### src/rtl/ggdr_pkg.sv
// shared constants, types and decode functions for the grid glyph display renderer
package ggdr_pkg;

  localparam int NumCells = 15;
  localparam int GridCols = 5;
  localparam int GridRows = 3;
  localparam int CellW    = 25;
  localparam int CellH    = 21;
  localparam int GlyphDx  = 8;
  localparam int GlyphDy  = 6;

  localparam int CellIdxW = $clog2(NumCells);

  // high-nibble mark codes of a command byte
  localparam logic [3:0] MarkCodeR = 4'h4;
  localparam logic [3:0] MarkCodeG = 4'h5;
  localparam logic [3:0] MarkCodeB = 4'h8;

  // request kinds carried on tuser
  localparam logic ReqCommand = 1'b0;
  localparam logic ReqRead    = 1'b1;

  typedef enum logic [1:0] {
    MARK_BLANK = 2'd0,
    MARK_R     = 2'd1,
    MARK_G     = 2'd2,
    MARK_B     = 2'd3
  } mark_t;

  // column split into cell column and offset inside the cell
  typedef struct packed {
    logic [2:0] slot;
    logic [4:0] offs;
  } xdec_t;

  typedef struct packed {
    logic [1:0] slot;
    logic [4:0] offs;
  } ydec_t;

  function automatic xdec_t split_x(input logic [6:0] x);
    xdec_t      d;
    logic [6:0] base;
    priority if (x >= 7'(5 * CellW)) begin
      d.slot = 3'd5;
      base   = 7'(5 * CellW);
    end else if (x >= 7'(4 * CellW)) begin
      d.slot = 3'd4;
      base   = 7'(4 * CellW);
    end else if (x >= 7'(3 * CellW)) begin
      d.slot = 3'd3;
      base   = 7'(3 * CellW);
    end else if (x >= 7'(2 * CellW)) begin
      d.slot = 3'd2;
      base   = 7'(2 * CellW);
    end else if (x >= 7'(CellW)) begin
      d.slot = 3'd1;
      base   = 7'(CellW);
    end else begin
      d.slot = 3'd0;
      base   = 7'd0;
    end
    d.offs = 5'(x - base);
    return d;
  endfunction

  function automatic ydec_t split_y(input logic [5:0] y);
    ydec_t      d;
    logic [5:0] base;
    priority if (y >= 6'(3 * CellH)) begin
      d.slot = 2'd3;
      base   = 6'(3 * CellH);
    end else if (y >= 6'(2 * CellH)) begin
      d.slot = 2'd2;
      base   = 6'(2 * CellH);
    end else if (y >= 6'(CellH)) begin
      d.slot = 2'd1;
      base   = 6'(CellH);
    end else begin
      d.slot = 2'd0;
      base   = 6'd0;
    end
    d.offs = 5'(y - base);
    return d;
  endfunction

  // 4x5 font rows, msb is the leftmost glyph pixel
  function automatic logic [3:0] font_row(input mark_t mark, input logic [2:0] gy);
    logic [3:0] r;
    r = 4'h0;
    unique case (mark)
      MARK_R: begin
        unique case (gy)
          3'd0:    r = 4'hE;
          3'd1:    r = 4'h9;
          3'd2:    r = 4'hE;
          3'd3:    r = 4'hA;
          3'd4:    r = 4'h9;
          default: r = 4'h0;
        endcase
      end
      MARK_G: begin
        unique case (gy)
          3'd0:    r = 4'h7;
          3'd1:    r = 4'h8;
          3'd2:    r = 4'hB;
          3'd3:    r = 4'h9;
          3'd4:    r = 4'h7;
          default: r = 4'h0;
        endcase
      end
      MARK_B: begin
        unique case (gy)
          3'd0:    r = 4'hE;
          3'd1:    r = 4'h9;
          3'd2:    r = 4'hE;
          3'd3:    r = 4'h9;
          3'd4:    r = 4'hE;
          default: r = 4'h0;
        endcase
      end
      default: r = 4'h0;
    endcase
    return r;
  endfunction

endpackage

### src/rtl/ggdr_pixel.sv
// renders one 8-pixel byte of the picture from the board marks
module ggdr_pixel (
  input  ggdr_pkg::mark_t marks [ggdr_pkg::NumCells],
  input  logic [2:0]      page,
  input  logic [6:0]      column,
  output logic [7:0]      pixel_byte
);

  ggdr_pkg::xdec_t xd;
  ggdr_pkg::mark_t col_marks [ggdr_pkg::GridRows];
  logic            vline;
  logic            xin;
  logic [1:0]      gx;

  assign xd    = ggdr_pkg::split_x(column);
  assign vline = (xd.offs == 5'd0);
  // glyph spans offsets 8..15 of the cell
  assign xin   = (xd.offs >= 5'(ggdr_pkg::GlyphDx)) && (xd.offs < 5'(ggdr_pkg::GlyphDx + 8));
  assign gx    = 2'((xd.offs - 5'(ggdr_pkg::GlyphDx)) >> 1);

  // marks of the cell column under this byte, one per cell row
  always_comb begin
    for (int r = 0; r < ggdr_pkg::GridRows; r++) begin
      unique case (xd.slot)
        3'd0:    col_marks[r] = marks[r * ggdr_pkg::GridCols + 0];
        3'd1:    col_marks[r] = marks[r * ggdr_pkg::GridCols + 1];
        3'd2:    col_marks[r] = marks[r * ggdr_pkg::GridCols + 2];
        3'd3:    col_marks[r] = marks[r * ggdr_pkg::GridCols + 3];
        3'd4:    col_marks[r] = marks[r * ggdr_pkg::GridCols + 4];
        default: col_marks[r] = ggdr_pkg::MARK_BLANK;
      endcase
    end
  end

  for (genvar n = 0; n < 8; n++) begin : g_bit
    ggdr_pkg::ydec_t yd;
    ggdr_pkg::mark_t mk;
    logic            yin;
    logic [2:0]      gy;
    logic [3:0]      frow;

    assign yd = ggdr_pkg::split_y({page, 3'(n)});
    assign mk = (yd.slot < 2'(ggdr_pkg::GridRows)) ? col_marks[yd.slot[1:0]]
                                                    : ggdr_pkg::MARK_BLANK;
    assign yin  = (yd.offs >= 5'(ggdr_pkg::GlyphDy)) && (yd.offs < 5'(ggdr_pkg::GlyphDy + 10));
    assign gy   = 3'((yd.offs - 5'(ggdr_pkg::GlyphDy)) >> 1);
    assign frow = ggdr_pkg::font_row(mk, gy);

    // grid lines, then the doubled glyph pixel (font bit 3-gx)
    assign pixel_byte[n] = vline || (yd.offs == 5'd0) || (xin && yin && frow[~gx]);
  end

endmodule

### src/rtl/grid_glyph_display_renderer.sv
// top level of the grid glyph display renderer: board store and item pipeline
//
// keeps a 5x3 board of marked cells and renders bytes of a 128x64 picture
// input channel (in_*): tuser is the request kind, 0 = board command,
//   1 = read one picture byte; tdata carries command byte, page and column
// result channel (out_*): one result item per input item, in order;
//   tdata is the picture byte (zero for commands), tuser the accepted flag
// a command writes one cell: low nibble cell index, high nibble mark code
//   (4 = R, 5 = G, 8 = B); index 15 is ignored and reports not accepted
// pipeline: input register, then result register after the render/decode logic
// throughput: one item per cycle unless the receiver stalls; the whole render is a
//   single pass of constant-divisor decode, a cell lookup and a font table read
// a command updates the board as it leaves the input register, so any
//   later read sees it
// reset (rst_n low, synchronous) clears both pipeline valids and all cells
// when the receiver stalls, the result register holds, the input register
//   fills and in_tready drops only once both are occupied
module grid_glyph_display_renderer (
  input  logic        clk,
  input  logic        rst_n,
  input  logic        in_tvalid,
  output logic        in_tready,
  input  logic [23:0] in_tdata,   // command_byte[7:0], page[10:8], column[17:11], zero fill
  input  logic        in_tuser,   // req_type
  output logic        out_tvalid,
  input  logic        out_tready,
  output logic [7:0]  out_tdata,  // pixel_byte[7:0]
  output logic        out_tuser   // accepted
);

  // input register
  logic       s1_valid_r;
  logic       s1_req_r;
  logic [7:0] s1_cmd_r;
  logic [2:0] s1_page_r;
  logic [6:0] s1_col_r;

  // result register
  logic       out_valid_r;
  logic [7:0] out_pixel_r;
  logic       out_acc_r;

  // board
  ggdr_pkg::mark_t marks_r   [ggdr_pkg::NumCells];
  ggdr_pkg::mark_t marks_nxt [ggdr_pkg::NumCells];

  logic                          advance;
  logic                          in_fire;
  logic [ggdr_pkg::CellIdxW-1:0] cell_idx;
  logic [3:0]                    mark_code;
  logic                          idx_ok;
  logic                          code_ok;
  ggdr_pkg::mark_t               new_mark;
  logic [7:0]                    rendered;
  logic [7:0]                    out_pixel_nxt;
  logic                          out_acc_nxt;

  // result register frees up when empty or taken this cycle
  assign advance   = !out_valid_r || out_tready;
  assign in_tready = !s1_valid_r || advance;
  assign in_fire   = in_tvalid && in_tready;

  assign cell_idx  = s1_cmd_r[3:0];
  assign mark_code = s1_cmd_r[7:4];
  assign idx_ok    = (cell_idx < 4'(ggdr_pkg::NumCells));

  always_comb begin
    code_ok  = 1'b1;
    new_mark = ggdr_pkg::MARK_BLANK;
    priority if (mark_code == ggdr_pkg::MarkCodeR) begin
      new_mark = ggdr_pkg::MARK_R;
    end else if (mark_code == ggdr_pkg::MarkCodeG) begin
      new_mark = ggdr_pkg::MARK_G;
    end else if (mark_code == ggdr_pkg::MarkCodeB) begin
      new_mark = ggdr_pkg::MARK_B;
    end else begin
      code_ok = 1'b0;   // unknown code leaves the cell as it is
    end
  end

  // board write as the command leaves the input register
  always_comb begin
    for (int i = 0; i < ggdr_pkg::NumCells; i++) begin
      marks_nxt[i] = marks_r[i];
      if (s1_valid_r && advance && (s1_req_r == ggdr_pkg::ReqCommand) && idx_ok &&
          code_ok && (cell_idx == 4'(i))) begin
        marks_nxt[i] = new_mark;
      end
    end
  end

  ggdr_pixel u_pixel (
    .marks      (marks_r),
    .page       (s1_page_r),
    .column     (s1_col_r),
    .pixel_byte (rendered)
  );

  always_comb begin
    if (s1_req_r == ggdr_pkg::ReqRead) begin
      out_pixel_nxt = rendered;
      out_acc_nxt   = 1'b1;
    end else begin
      out_pixel_nxt = 8'h00;
      out_acc_nxt   = idx_ok;
    end
  end

  // control state and board
  always_ff @(posedge clk) begin
    if (!rst_n) begin
      s1_valid_r  <= 1'b0;
      out_valid_r <= 1'b0;
      for (int i = 0; i < ggdr_pkg::NumCells; i++) begin
        marks_r[i] <= ggdr_pkg::MARK_BLANK;
      end
    end else begin
      if (in_tready) begin
        s1_valid_r <= in_tvalid;
      end
      if (advance) begin
        out_valid_r <= s1_valid_r;
      end
      for (int i = 0; i < ggdr_pkg::NumCells; i++) begin
        marks_r[i] <= marks_nxt[i];
      end
    end
  end

  // payload registers
  always_ff @(posedge clk) begin
    if (in_fire) begin
      s1_req_r  <= in_tuser;
      s1_cmd_r  <= in_tdata[7:0];
      s1_page_r <= in_tdata[10:8];
      s1_col_r  <= in_tdata[17:11];
    end
    if (advance && s1_valid_r) begin
      out_pixel_r <= out_pixel_nxt;
      out_acc_r   <= out_acc_nxt;
    end
  end

  assign out_tvalid = out_valid_r;
  assign out_tdata  = out_pixel_r;
  assign out_tuser  = out_acc_r;

endmodule
### config.mk
export PLATFORM = sky130hd
export DESIGN_NAME = grid_glyph_display_renderer
export DESIGN_NICKNAME = d
export VERILOG_FILES = /design/src/rtl/ggdr_pkg.sv /design/src/rtl/ggdr_pixel.sv /design/src/rtl/grid_glyph_display_renderer.sv
export SDC_FILE = /design/constraint.sdc
export NUM_CORES = 1
export LEC_CHECK = 0
export ABC_AREA = 1
export BUFFER_PORTS_ARGS = -buffer_cell sky130_fd_sc_hd__buf_2
export CORE_AREA = 2 2 103 105
export DETAILED_ROUTE_END_ITERATION = 7
export DIE_AREA = 0 0 105 107
export PLACE_DENSITY = 0.71
export SLEW_MARGIN = 20
export SYNTH_ARGS = -nofsm -noshare
export SYNTH_HDL_FRONTEND = slang
export SYNTH_SLANG_ARGS = --single-unit
### constraint.sdc
create_clock -name clk -period 7.8 [get_ports clk]
set_input_delay 0.39 -clock clk [delete_from_list [all_inputs] [get_ports clk]]
set_output_delay 0.39 -clock clk [all_outputs]
set_load 0.01 [all_outputs]
== Word-level counts from Yosys, hierarchy flattened ==
Cells that the tools add are included.
Cells by class
  magnitude comparators: 65
  bitwise logic cells: 10
  equality and inequality tests: 77
  multiplexer cells: 147
  reductions and logical operators: 124
  $add $sub $neg: 18
Operators by type and width (number)
  case mux 4 bit (3 select lines): 16
  two-way mux 5 bit: 29
  case mux 4 bit (4 select lines): 8
  >= comparator 6 bit (second input constant): 16
  two-way mux 2 bit: 43
  case mux 4 bit (2 select lines): 8
  OR reduction 2 bit: 32
  == test 3 x 2 -> 1 bit (second input constant): 18
  >= comparator 6 x 5 -> 1 bit (second input constant): 8
  logical AND 1 bit: 45
  zero test 5 bit: 9
  less-than comparator 5 bit (second input constant): 9
  subtractor 5 bit: 9
  >= comparator 5 x 3 -> 1 bit (second input constant): 8
  binary-select mux 2 bit (select 2 bit): 8
  == test 2 bit (second input constant): 16
  == test 4 bit (second input constant): 8
  subtractor 4 x 3 -> 4 bit (second input constant): 8
  case mux 2 bit (5 select lines): 3
  == test 3 x 1 -> 1 bit (second input constant): 9
  == test 3 bit (second input constant): 9
  zero test 3 bit: 9
  == test 4 x 3 -> 1 bit (second input constant): 6
  >= comparator 3 bit (second input constant): 8
  21 further kinds: 99
Storage, ports and cells
  input bits: 29
  word-level logic and storage cells: 464
  output and inout port bits: 11
  bits in registers: 60

== Depth between registers and ports, before layout ==
Gate-level depths: netlist of run 1.
  depth in word-level cells: 18
  depth in mapped cells: 23
  gate-level depth less buffers: 22

== Cells and area by module ==
Synthesis of run 1 repeated with hierarchy kept, for this count alone.
Second synthesis, totals
  cells, all modules: 814
  area, all modules: 5312.6 um2
By module, submodules not included
  grid_glyph_display_renderer: times used 1, cells an instance 304, area each 2666.3 um2
  ggdr_pixel: times used 1, cells an instance 510, area each 2646.3 um2

== Least setup slack after synthesis of run 1 ==
Ideal clock, no wire load.
  kind: register to register
  start point: register s1_col_r[1]
  end point: register out_pixel_r[0], in the netlist out_tdata[0], data pin
  path slack: 4.555 ns
  cell stages (with the launch flop): 23
  period minus slack after synthesis: 3.245 ns
  required time: 7.652 ns
  buffers on the path: 0
  library setup time: 0.148 ns
  data arrival time: 3.097 ns
  cells stage by stage: edfxtp_1 > nor2_4 > nand2_2 > nand2_2 > nand2_4 > nor2_4 > o21ai_0 > inv_1 > ha_1 > inv_1 > fa_1 > nand2_1 > nand2_1 > a21oi_1 > xor2_1 > xnor2_1 > nand2_1 > a311oi_1 > o21a_1 > nand2_1 > nor2_1 > nand2_1 > a21oi_1
On the way
  cells in the longest elaborated chain, start to end: 18
  elaborated cells between the ends (all ways): 44
  those cells by class: 2 x add/sub; 7 x order compare; 7 x eq/ne; 20 x mux; 1 x bitwise; 7 x reduce/logical
Ends and longest elaborated chain
  start: declaration: RTL line grid_glyph_display_renderer.sv:36  | logic [6:0] s1_col_r;
  start signal: assignment: RTL line grid_glyph_display_renderer.sv:136  | s1_col_r <= in_tdata[17:11];
  >= comparator 7 x 5 -> 1 bit: RTL line ggdr_pkg.sv:56  | end else if (x >= 7'(CellW)) begin
  two-way mux 1 bit: RTL line ggdr_pkg.sv:56
  two-way mux 3 bit: RTL line ggdr_pkg.sv:53  | end else if (x >= 7'(2 * CellW)) begin
  two-way mux 3 bit: RTL line ggdr_pkg.sv:50  | end else if (x >= 7'(3 * CellW)) begin
  two-way mux 3 bit: RTL line ggdr_pkg.sv:47  | end else if (x >= 7'(4 * CellW)) begin
  two-way mux 3 bit: RTL line ggdr_pkg.sv:44  | priority if (x >= 7'(5 * CellW)) begin
  == test 3 bit, or another cell as far along: RTL line ggdr_pixel.sv:24  | unique case (xd.slot)
  case mux 2 bit (5 select lines): RTL line ggdr_pixel.sv:24
  binary-select mux 2 bit (select 2 bit): RTL line ggdr_pixel.sv:43  | assign mk = (yd.slot < 2'(ggdr_pkg::GridRows)) ? col_marks[yd.slot[1:0]]
  two-way mux 2 bit (implied by the code) (2 in a row): RTL line ggdr_pixel.sv:43
  two-way mux 2 bit: RTL line ggdr_pixel.sv:43
  == test 2 bit or == test 2 x 1 -> 1 bit (tied branches): RTL line ggdr_pkg.sv:91  | unique case (mark)
  case mux 4 bit (3 select lines): RTL line ggdr_pkg.sv:91
  binary-select mux 1 bit (select 2 bit): RTL line ggdr_pixel.sv:50  | assign pixel_byte[n] = vline || (yd.offs == 5'd0) || (xin && yin && frow[~gx]);
  two-way mux 1 bit (implied by the code): RTL line ggdr_pixel.sv:50
  logical AND 1 bit: RTL line ggdr_pixel.sv:50
  logical OR 1 bit *: RTL line ggdr_pixel.sv:50
  end signal: assignment: RTL line grid_glyph_display_renderer.sv:139  | out_pixel_r <= out_pixel_nxt;
  end: declaration: RTL line grid_glyph_display_renderer.sv:40  | logic [7:0] out_pixel_r;
Every way passes the cells marked *; elsewhere a longest branch is shown, timed or not. The select of a mux whose other input is x is not followed.
A chain may end at the register's enable or synchronous reset.

== Worst setup path in the final report of run 1 ==
  start point: register s1_col_r[1]
  end point: register out_pixel_r[5], in the netlist out_tdata[5], data pin
The elaborated chain is that of the path after synthesis.

==> impl_metrics.tcl, run 1 <==
set metrics [dict create \
    crit_path_start_kind "register" \
    cts_sinks 60 \
    fin_skew_ps 7.827 \
    cp_max_fo 10 \
    slowest_delay_ps 750 \
    initial_core_util_pct 44.55 \
    hold_class "in2reg" \
    p_switching_mw 0.2921 \
    tightest_slew_ps 938.8 \
    first_pass_iters 6 \
    areaGrowthSynthToFinish_pct 11.66 \
    gr-usage-met1_pct 25.59 \
    hold_buffers 0 \
    whs_endpoint "s1_cmd_r[4]" \
    irDropWorstVdd_mv 0.1605 \
    die_area_sq_um 11240 \
    slew_violations 0 \
    postCtsResizedCells 0 \
    p_comb_share_pct 27.3 \
    cp_common_cell "inv_1" \
    critPathCaptureType "register" \
    cts_buffer_depth 2 \
    grtUsageMet3_pct 4.073 \
    ant_nets 0 \
    swShare_pct 33.00 \
    r2r-start "s1_col_r[1]" \
    cp.required_ps 7890 \
    rsz0062_at_grt "false" \
    grt_pass1_vias 4361 \
    hold_viol 0 \
    drc 0 \
    reg2reg_to "out_tdata[5]" \
    routabilityCongestion 0.9508 \
    setup_viol 0 \
    yosys.cell_types.count 42 \
    routedWlPerCell_microns 14.58 \
    clk_latency_ps 350 \
    post-cts-setup-buffer-count 0 \
    die-height_microns 107 \
    post-place-ws_ps 3730 \
    reg2regPathDepth 15 \
    slowest_stage "xor2_1" \
    cts_root_buffer "clkbuf_8" \
    num_rows 37 \
    fillCellCount 1033 \
    cts_made_buffers 9 \
    grt-busiest-layer "met2" \
    antenna_found_initial 0 \
    synth_cells 640 \
    cts_tree "done" \
    overflow 0 \
    clkTransAtPathRegs_ps 70 \
    vias 4446 \
    tns_ps 0 \
    via_per_inst 5.422 \
    fp.coreArea_sq_um 10090 \
    status "finished clean" \
    power_frac_clock_pct 33.2 \
    arrival_ps 4170 \
    ys_seq_area_share_pct 32.95 \
    grt_start_max_net_pins 26 \
    crit_chain "nor2_4, nand2_1, a21oi_4, nor2_4, o21ai_0, inv_1, ha_1, inv_1, fa_1, xor2_1, nor2_1, nand4_1, inv_1, a31oi_1, a21oi_1" \
    synthArstFlopShare_pct 0 \
    p_total_mw 0.8852 \
    totalWireLength_microns 11960 \
    yosysWarningCount 0 \
    antennaDiodeCount 0 \
    fin_cells 820 \
    timing.final.crit_period_ps 4080 \
    grt_pass1_wl_microns 19820 \
    seqPwrFrac_pct 39.5 \
    synth-edff-count 28 \
    holdPathStages 1 \
    drt_iter0_markers 264 \
    min_from "in_tdata[4]" \
    syn_area_sq_um 4496 \
    grt_util_met2_pct 38.36 \
    final_layout_size_suffix_gt1_share_pct 16.23 \
    max_clock_freq_mhz 245.1 \
    pwr_density_cell_nw_per_um2 176.3 \
    rrSetupSlack_ps 3720 \
    maxCapViolations 0 \
    nets 731 \
    synth.avg_cell_area_sq_um 7.024 \
    grt_usage_pct 21.96 \
    intPower_mw 0.5931 \
    die_x_microns 105 \
    place_inst 804 \
    cts_max_level 3 \
    io_buffer_count 33 \
    multi_input_area_sq_um 2676 \
    dp_hpwl_microns 9405 \
    ys_ff_latch 60 \
    fin_ws_ps 3720 \
    critPathKind "reg2reg" \
    synth_flop_cell "dfxtp_1" \
    leakage_nw 2.257 \
    finalCritPeriodShare_pct 52.31 \
    ioPinCount 40 \
    slew_headroom_pct 37.20 \
    ff_latch_area_sq_um 1481 \
]
[power groups by stage]
stage,clock (mW),sequential [mW],combinational (mW)
2_1_floorplan,0,0.355,0.175
3_3_place_gp,0,0.356,0.233
3_5_place_dp,0,0.356,0.237
4_1_cts,0.300,0.349,0.238
5_1_grt,0.314,0.351,0.268
6_report,0.294,0.349,0.242
[worst max path at each step]
stage,start,end,cells after the start
finish,s1_col_r[1],out_tdata[5],15
global route,s1_col_r[2],out_tdata[5],15
CTS,s1_col_r[1],out_tdata[5],15
detailed placement,s1_col_r[1],out_tdata[5],15
global placement,s1_col_r[2],out_tdata[5],15
floorplan,s1_col_r[1],out_tdata[0],22
[critical path, delay by kind of cell, from the launching register on]
family,cells,cell delay (ps)
and+or+nand+nor,5,1030
AOI/OAI and AO/OA,4,850
xor gates and xnor gates,1,750
DFF,1,500
adders and majority gates,2,380
buffers and inverters,3,310
[synth_stat cells, types with 2 or more instances]
library cell	n	area (sq um)
nand2_4	6	67.56
dfxtp_1	32	640.6
o211ai_1	2	15.01
o21a_1	5	37.54
nor2_4	8	90.09
inv_2	9	33.78
edfxtp_1	28	840.8
o21ai_1	5	25.02
clkbuf_1	6	22.52
inv_1	68	255.2
xor2_1	6	52.55
nand3_2	4	40.04
a31oi_1	5	31.28
xnor2_1	2	17.52
a211oi_1	2	15.01
ha_1	22	275.3
nor2_2	13	81.33
or2_2	2	12.51
nor3_2	4	40.04
nor2_1	71	266.5
nor3_1	9	45.04
nand3_1	44	220.2
o211ai_2	2	25.02
nand2_1	145	544.3
o21ai_0	36	180.2
clkinv_1	2	7.510
nand2_2	11	68.82
nand4_1	18	112.6
a21oi_1	60	300.3
[placed cells by master, fill, tap and decap left out, drive strengths merged, types with 2 or more instances in the layout]
cell type  synthesis  final
a21oi             62     62
o21a               5      5
nand2            162    162
ha                22     22
bufinv             0      2
edfxtp            28     28
nand4             18     18
nor3              13     13
a31oi              5      5
a211oi             2      2
dfxtp             32     32
buf                1     34
xnor2              2      2
or2                3      3
conb               1      2
xor2               6      6
o21ai             41     41
o211ai             4      4
inv               78     78
clkinv             3      6
nor2              93     93
nand3             48     48
clkbuf             6     10
[flip-flops by register name (all words and copies together), names as in the netlist]
signal / cells
s1_req_r: 1
marks_r: 30
out_tvalid: 1
s1_page_r: 3
out_tuser: 1
out_tdata: 8
s1_cmd_r: 8
s1_col_r: 7
s1_valid_r: 1
[routing by layer]
| metal | up-vias | share of wire, % |
|---|---|---|
| li1 | 2215 | - |
| met1 | 2056 | 41 |
| met2 | 145 | 49 |
| met3 | 30 | 5.8 |
| met4 | 0 | 3.7 |
| met5 | - | 0 |
[kinds of logic after synthesis]
| group | synth area share (%) |
|---|---|
| DFF | 32.95 |
| AOI/OAI and AO/OA | 15.31 |
| buffers and inverters | 7.598 |
| and+or+nand+nor | 35.93 |
| xor gates and xnor gates | 1.559 |
| other | 0.08342 |
| adders and majority gates | 6.568 |
[per-stage QoR]
stage	utilization [%]	hold slack, ps	area [sq um]
5_1_grt	49.74	201.9	5020
3_5_place_dp	47.68	458.9	4812
4_1_cts	49.74	202.5	5020
3_3_place_gp	47.68	447.0	4812
2_1_floorplan	-	439.9	4499
6_report	49.74	216.5	5020
[area by class of cell]
| class | count | share of cell area (%) |
|---|---|---|
| tap | 136 | 3.390 |
| sequential | 60 | 29.51 |
| inverter | 81 | 6.206 |
| timing repair buffer | 34 | 3.440 |
| clock buffer | 10 | 2.542 |
| clock inverter | 6 | 1.595 |
| multi-input combinational | 493 | 53.32 |
No activity file was read; power rests on OpenSTA's default activity.
==> run 2, diff against run 1 <==
--- a/config.mk
+++ b/config.mk
@@ -5,12 +5,12 @@
 export SDC_FILE = /design/constraint.sdc
 export NUM_CORES = 1
 export LEC_CHECK = 0
-export ABC_AREA = 1
+export ABC_AREA = 0
 export BUFFER_PORTS_ARGS = -buffer_cell sky130_fd_sc_hd__buf_2
-export CORE_AREA = 2 2 103 105
+export CORE_AREA = 2 2 107 109
 export DETAILED_ROUTE_END_ITERATION = 7
-export DIE_AREA = 0 0 105 107
-export PLACE_DENSITY = 0.71
+export DIE_AREA = 0 0 109 111
+export PLACE_DENSITY = 0.7
 export SLEW_MARGIN = 20
 export SYNTH_ARGS = -nofsm -noshare
 export SYNTH_HDL_FRONTEND = slang
==> constraint.sdc (replaced) <==
create_clock -name clk -period 4.02 [get_ports clk]
set_input_delay 0.201 -clock clk [delete_from_list [all_inputs] [get_ports clk]]
set_output_delay 0.201 -clock clk [all_outputs]
set_load 0.01 [all_outputs]
==> run 2 against run 1 <==
Power is 130% higher; sequential share of layout area down 3.2 points; final area grew 12%; synthesized cell count down 10%; fmax is 8.4% higher; largest power group is now the clock network; non-clock buffer count grew 35; global-route usage increased by 2.4 points; hold slack worse by 180 ps.
==> impl_metrics.tcl, run 2 <==
set metrics [dict create \
    vias 4814 \
    die_area_sq_um 12100 \
    synth.avg_cell_area_sq_um 8.373 \
    pwr_density_cell_nw_per_um2 355.1 \
    yosys.cell_types.count 79 \
    finalCritPeriodShare_pct 93.63 \
    design_area_sq_um 5632 \
    max_clock_freq_mhz 265.7 \
    ys_ff_latch 60 \
    num_rows 39 \
    slew_violations 0 \
    finish.utilization_pct 50.84 \
    slew_headroom_pct 25.94 \
    critPathCaptureType "register" \
    dp_hpwl_microns 10490 \
    ant_nets 0 \
    cp_max_fo 7 \
    syn_area_sq_um 4806 \
    arrival_ps 3840 \
    p_comb_share_pct 24.5 \
    tns_ps 0 \
    cts_tree "done" \
    leakage_nw 2.101 \
    nets 678 \
    power_frac_clock_pct 41.4 \
    dpl-instance-area_sq_um 5266 \
    cts_root_buffer "clkbuf_16" \
    synth_top_area_share_pct 17.50 \
    routabilityCongestion 0.9881 \
    timing.final.crit_period_ps 3764 \
    grt_usage_pct 24.33 \
    grt_pass1_vias 4650 \
    totalWireLength_microns 14370 \
    place_inst 755 \
    grt_pass1_wl_microns 23290 \
    via_per_inst 6.220 \
    synth_common_cells "nor2_1, nand2_1, o21ai_0" \
    synth-edff-count 28 \
    irDropWorstVdd_mv 0.2126 \
    clkTransAtPathRegs_ps 60 \
    largest_reg_flops 30 \
    ioPinCount 40 \
    fin_ws_ps 256.0 \
    maxCapViolations 0 \
    overflow 0 \
    fin_cells 774 \
    antenna_found_initial 0 \
    grt_start_max_net_pins 33 \
    synthArstFlopShare_pct 0 \
    status "finished clean" \
    final_layout_size_suffix_gt1_share_pct 17.12 \
    first_pass_iters 5 \
    areaGrowthSynthToFinish_pct 17.18 \
    io_buffer_count 33 \
    final_common_cell "nor2_1" \
    p_switching_mw 0.6258 \
    ys_seq_area_share_pct 30.83 \
    yosysWarningCount 0 \
    intPower_mw 1.374 \
    die_x_microns 109 \
    critPathKind "reg2reg" \
    initial_core_util_pct 43.39 \
    hold_class "in2reg" \
    synth_top_area_cell "edfxtp_1" \
    synth_cells 574 \
    hold_viol 0 \
    drc 0 \
    yosysMostFrequentCell "nor2_1" \
    post-place-ws_ps 105.0 \
    regMostFlops "marks_r" \
    cts_max_level 3 \
    cts_made_buffers 9 \
    swShare_pct 31.29 \
    cts_buffer_depth 2 \
    fp.coreArea_sq_um 11080 \
    synthTopCellsByArea "edfxtp_1, dfxtp_1, ha_1" \
    p_total_mw 2.000 \
    crit_path_start_kind "register" \
    mostFrequentLayoutCells "nor2_1, nand2_1, buf_4, buf_2" \
    clk_latency_ps 340 \
    cp.required_ps 4100 \
    drt_iter0_markers 342 \
    synth_flop_cell "dfxtp_1" \
    cts_sinks 60 \
    setup_viol 0 \
    die-height_microns 111 \
    antennaDiodeCount 0 \
    rsz0062_at_grt "false" \
    fin_skew_ps 10.58 \
    tightest_slew_ps 1107 \
    whs_ps 35.65 \
    seqPwrFrac_pct 34.1 \
    routedWlPerCell_microns 18.57 \
]
run 2: kinds of logic after synthesis:
group | Yosys count | synth area share (%)
AO/OA/AOI/OAI | 181 | 28.25
XOR/XNOR | 9 | 1.640
adder cells (fa/ha/maj) | 23 | 6.144
buffers and inverters | 47 | 4.218
flip-flops | 60 | 30.83
multiplexers | 29 | 6.118
other | 1 | 0.07803
AND/OR/NAND/NOR | 224 | 22.73
run 2: final timing paths:
check,end,slack (ps),depth (start not counted),start
max,out_tdata[6],260,18,s1_col_r[4]
min,s1_cmd_r[0],40,1,in_tdata[0]
max reg2reg,out_tdata[6],260,18,s1_col_r[4]
min reg2reg,marks_r[26],480,2,marks_r[26]
run 2: power groups by stage:
stage	Sequential, mW	Clock [mW]	Combinational, mW
6_report	0.682	0.828	0.490
4_1_cts	0.680	0.838	0.473
2_1_floorplan	0.688	0	0.325
3_3_place_gp	0.692	0	0.462
3_5_place_dp	0.693	0	0.470
5_1_grt	0.684	0.858	0.533
run 2: final cells by class:
| class | instances | area, sq um |
|---|---|---|
| fill | 1025 | 5445 |
| multi-input combinational | 468 | 3149 |
| timing repair buffer | 69 | 435.4 |
| sequential | 60 | 1481 |
| tap | 143 | 178.9 |
| clock inverter | 6 | 68.82 |
| inverter | 18 | 67.56 |
| clock buffer | 10 | 250.2 |
run 2: metal layers:
layer | GRT usage (%) | wire, microns | part of all wire, %
met1 | 29.92 | 5739 | 40
met2 | 40.04 | 6971 | 49
met3 | 4.174 | 1035 | 7.2
met4 | 12.91 | 624 | 4.3
met5 | 0 | 0 | 0
run 2: what timing repair did:
action                                  4_1_cts  5_1_grt
resized for setup                             0        5
hold buffers                                  0        0
endpoints found under the setup margin        0        6
buffers inserted                              0        3
run 2: worst max-delay path, cell delays in order, from the launching register on:
cell,delay [ps]
edfxtp_1,550
buf_4,210
and3_1,180
o2111ai_1,150
o21ai_1,140
ha_1,170
inv_1,60
fa_1,390
a21o_1,170
a21oi_1,160
xor2_1,180
xnor2_1,110
nor4bb_2,170
buf_4,180
buf_4,140
a31oi_1,170
o31ai_1,90
o21ai_0,160
o2bb2ai_1,120
==> run 3, diff against run 2 <==
==> constraint.sdc (replaced) <==
create_clock -name clk -period 4.35 [get_ports clk]
set_input_delay 0.2175 -clock clk [delete_from_list [all_inputs] [get_ports clk]]
set_output_delay 0.2175 -clock clk [all_outputs]
set_load 0.01 [all_outputs]
==> run 3 against run 2 <==
Sequential power shrank 7.5%; utilization shrank 1.2 points; count of clock-buffer cells in the layout shrank 1; non-clock buffer count shrank 15; highest routed layer unchanged; critical endpoint is now out_tdata[7].
==> impl_metrics.tcl, run 3 (synthesis results as in run 2) <==
set metrics [dict create \
    place_inst 743 \
    path_depth 17 \
    die_x_microns 109 \
    cts_tree "done" \
    cts_root_buffer "clkbuf_16" \
    whs_ps 63.74 \
    path_delay_family "compound AO/OA/AOI/OAI gates" \
    clk_latency_ps 330 \
    rrSetupSlack_ps 270 \
    largest_reg_flops 30 \
    hold_buffers 0 \
    totalWireLength_microns 14070 \
    slowest_stage "fa_1" \
    ant_nets 0 \
    r2r-start "s1_col_r[3]" \
    hold_viol 0 \
    irDropWorstVdd_mv 0.2363 \
    cts_made_buffers 9 \
    slew_headroom_pct 35.52 \
    timing.final.crit_period_ps 4085 \
    final_layout_size_suffix_gt1_share_pct 14.94 \
    cts_sinks 60 \
    via_per_inst 6.249 \
    die-height_microns 111 \
    leakage_nw 2.024 \
    mostFrequentLayoutCells "nor2_1, nand2_1, o21ai_0, buf_2" \
    vias 4743 \
    cp_max_fo 9 \
    rsz0062_at_grt "false" \
    regMostFlops "marks_r" \
    grt_start_max_net_pins 33 \
    max_clock_freq_mhz 244.8 \
    maxCapViolations 0 \
    slew_violations 0 \
    hold_class "in2reg" \
    grt_usage_pct 24.30 \
    critPathCaptureType "register" \
    slowest_delay_ps 430 \
    tightest_slew_ps 965.2 \
    fin_cells 759 \
    antenna_found_initial 0 \
    initial_core_util_pct 43.39 \
    drt_iter0_markers 342 \
    fp.coreArea_sq_um 11080 \
    fin_skew_ps 10.92 \
    crit_path_start_kind "register" \
    overflow 0 \
    crit_path_end "out_tdata[7]" \
    cts_max_level 3 \
    dp_hpwl_microns 10320 \
    nets 663 \
    arrival_ps 4220 \
    status "finished clean" \
    clkTransAtPathRegs_ps 60 \
    setup_viol 0 \
    ioPinCount 40 \
    crit_chain "o311ai_1, buf_4, o211a_1, nor2_1, o21ai_0, ha_1, inv_1, fa_1, a21o_1, a21oi_1, xor2_1, xnor2_1, nor4bb_1, buf_4, o21ai_0, and2_1, a32oi_1" \
    postCtsResizedCells 0 \
    first_pass_iters 5 \
    cp.required_ps 4480 \
    die_area_sq_um 12100 \
    holdPathStages 1 \
    cts_buffer_depth 2 \
    io_buffer_count 33 \
    drc 0 \
    antennaDiodeCount 0 \
    num_rows 39 \
    reg2regPathDepth 17 \
    areaGrowthSynthToFinish_pct 14.50 \
    grt_pass1_vias 4745 \
    grt_pass1_wl_microns 23510 \
    reg2reg_to "out_tdata[7]" \
    routabilityCongestion 1.053 \
    critPathKind "reg2reg" \
    final_common_cell "nor2_1" \
    tns_ps 0 \
    post-cts-setup-buffer-count 0 \
    pwr_density_cell_nw_per_um2 333.4 \
    routedWlPerCell_microns 18.54 \
    finalCritPeriodShare_pct 93.90 \
    worstSetupStartpoint "s1_col_r[3]" \
    path_buf_inv 3 \
]
[run 3: per-layer routing]
| metal | up-vias | routed length [microns] | track usage [%] | part of all wire [%] |
|---|---|---|---|---|
| li1 | 2220 | - | - | - |
| met1 | 2232 | 5749 | 31.32 | 41 |
| met4 | 0 | 674 | 11.03 | 4.8 |
| met5 | - | 0 | 0 | 0 |
| met2 | 235 | 6680 | 39.25 | 47 |
| met3 | 56 | 969 | 4.233 | 6.9 |
[run 3: through the flow]
step           worst slack (ps)  util, %  power (mW)  cell area, sq um
6_report                  265.3    49.68       1.835              5503
5_1_grt                   9.862    49.68       1.920              5503
4_1_cts                   270.3    49.66       1.836              5500
3_5_place_dp              279.7    46.73       1.060              5176
3_3_place_gp              387.3    46.73       1.048              5176
2_1_floorplan             409.5        -      0.9355              4810
[run 3: worst min path at each step]
stage                      from          end  slack, ps
CTS                 in_tdata[3]  s1_cmd_r[3]         60
global route        in_tdata[7]  s1_cmd_r[7]         50
floorplan           in_tdata[0]  s1_cmd_r[0]        320
finish              in_tdata[3]  s1_cmd_r[3]         60
global placement    in_tdata[2]  s1_cmd_r[2]        390
detailed placement  in_tdata[3]  s1_cmd_r[3]        400
[run 3: final cells by class]
type                    instances  area (sq um)
multi-input cells             468          3128
repair buffers                 54         322.8
fillers                      1051          5574
clock buffers                   9         225.2
clock inverters                 7         98.84
inverters                      18         67.56
flip-flops and latches         60          1481
well taps                     143         178.9
[run 3: power breakdown]
| part | internal (mW) | switching [mW] |
|---|---|---|
| combinational | 0.162 | 0.267 |
| sequential | 0.611 | 0.0203 |
| clock | 0.504 | 0.270 |
| total | 1.28 | 0.558 |
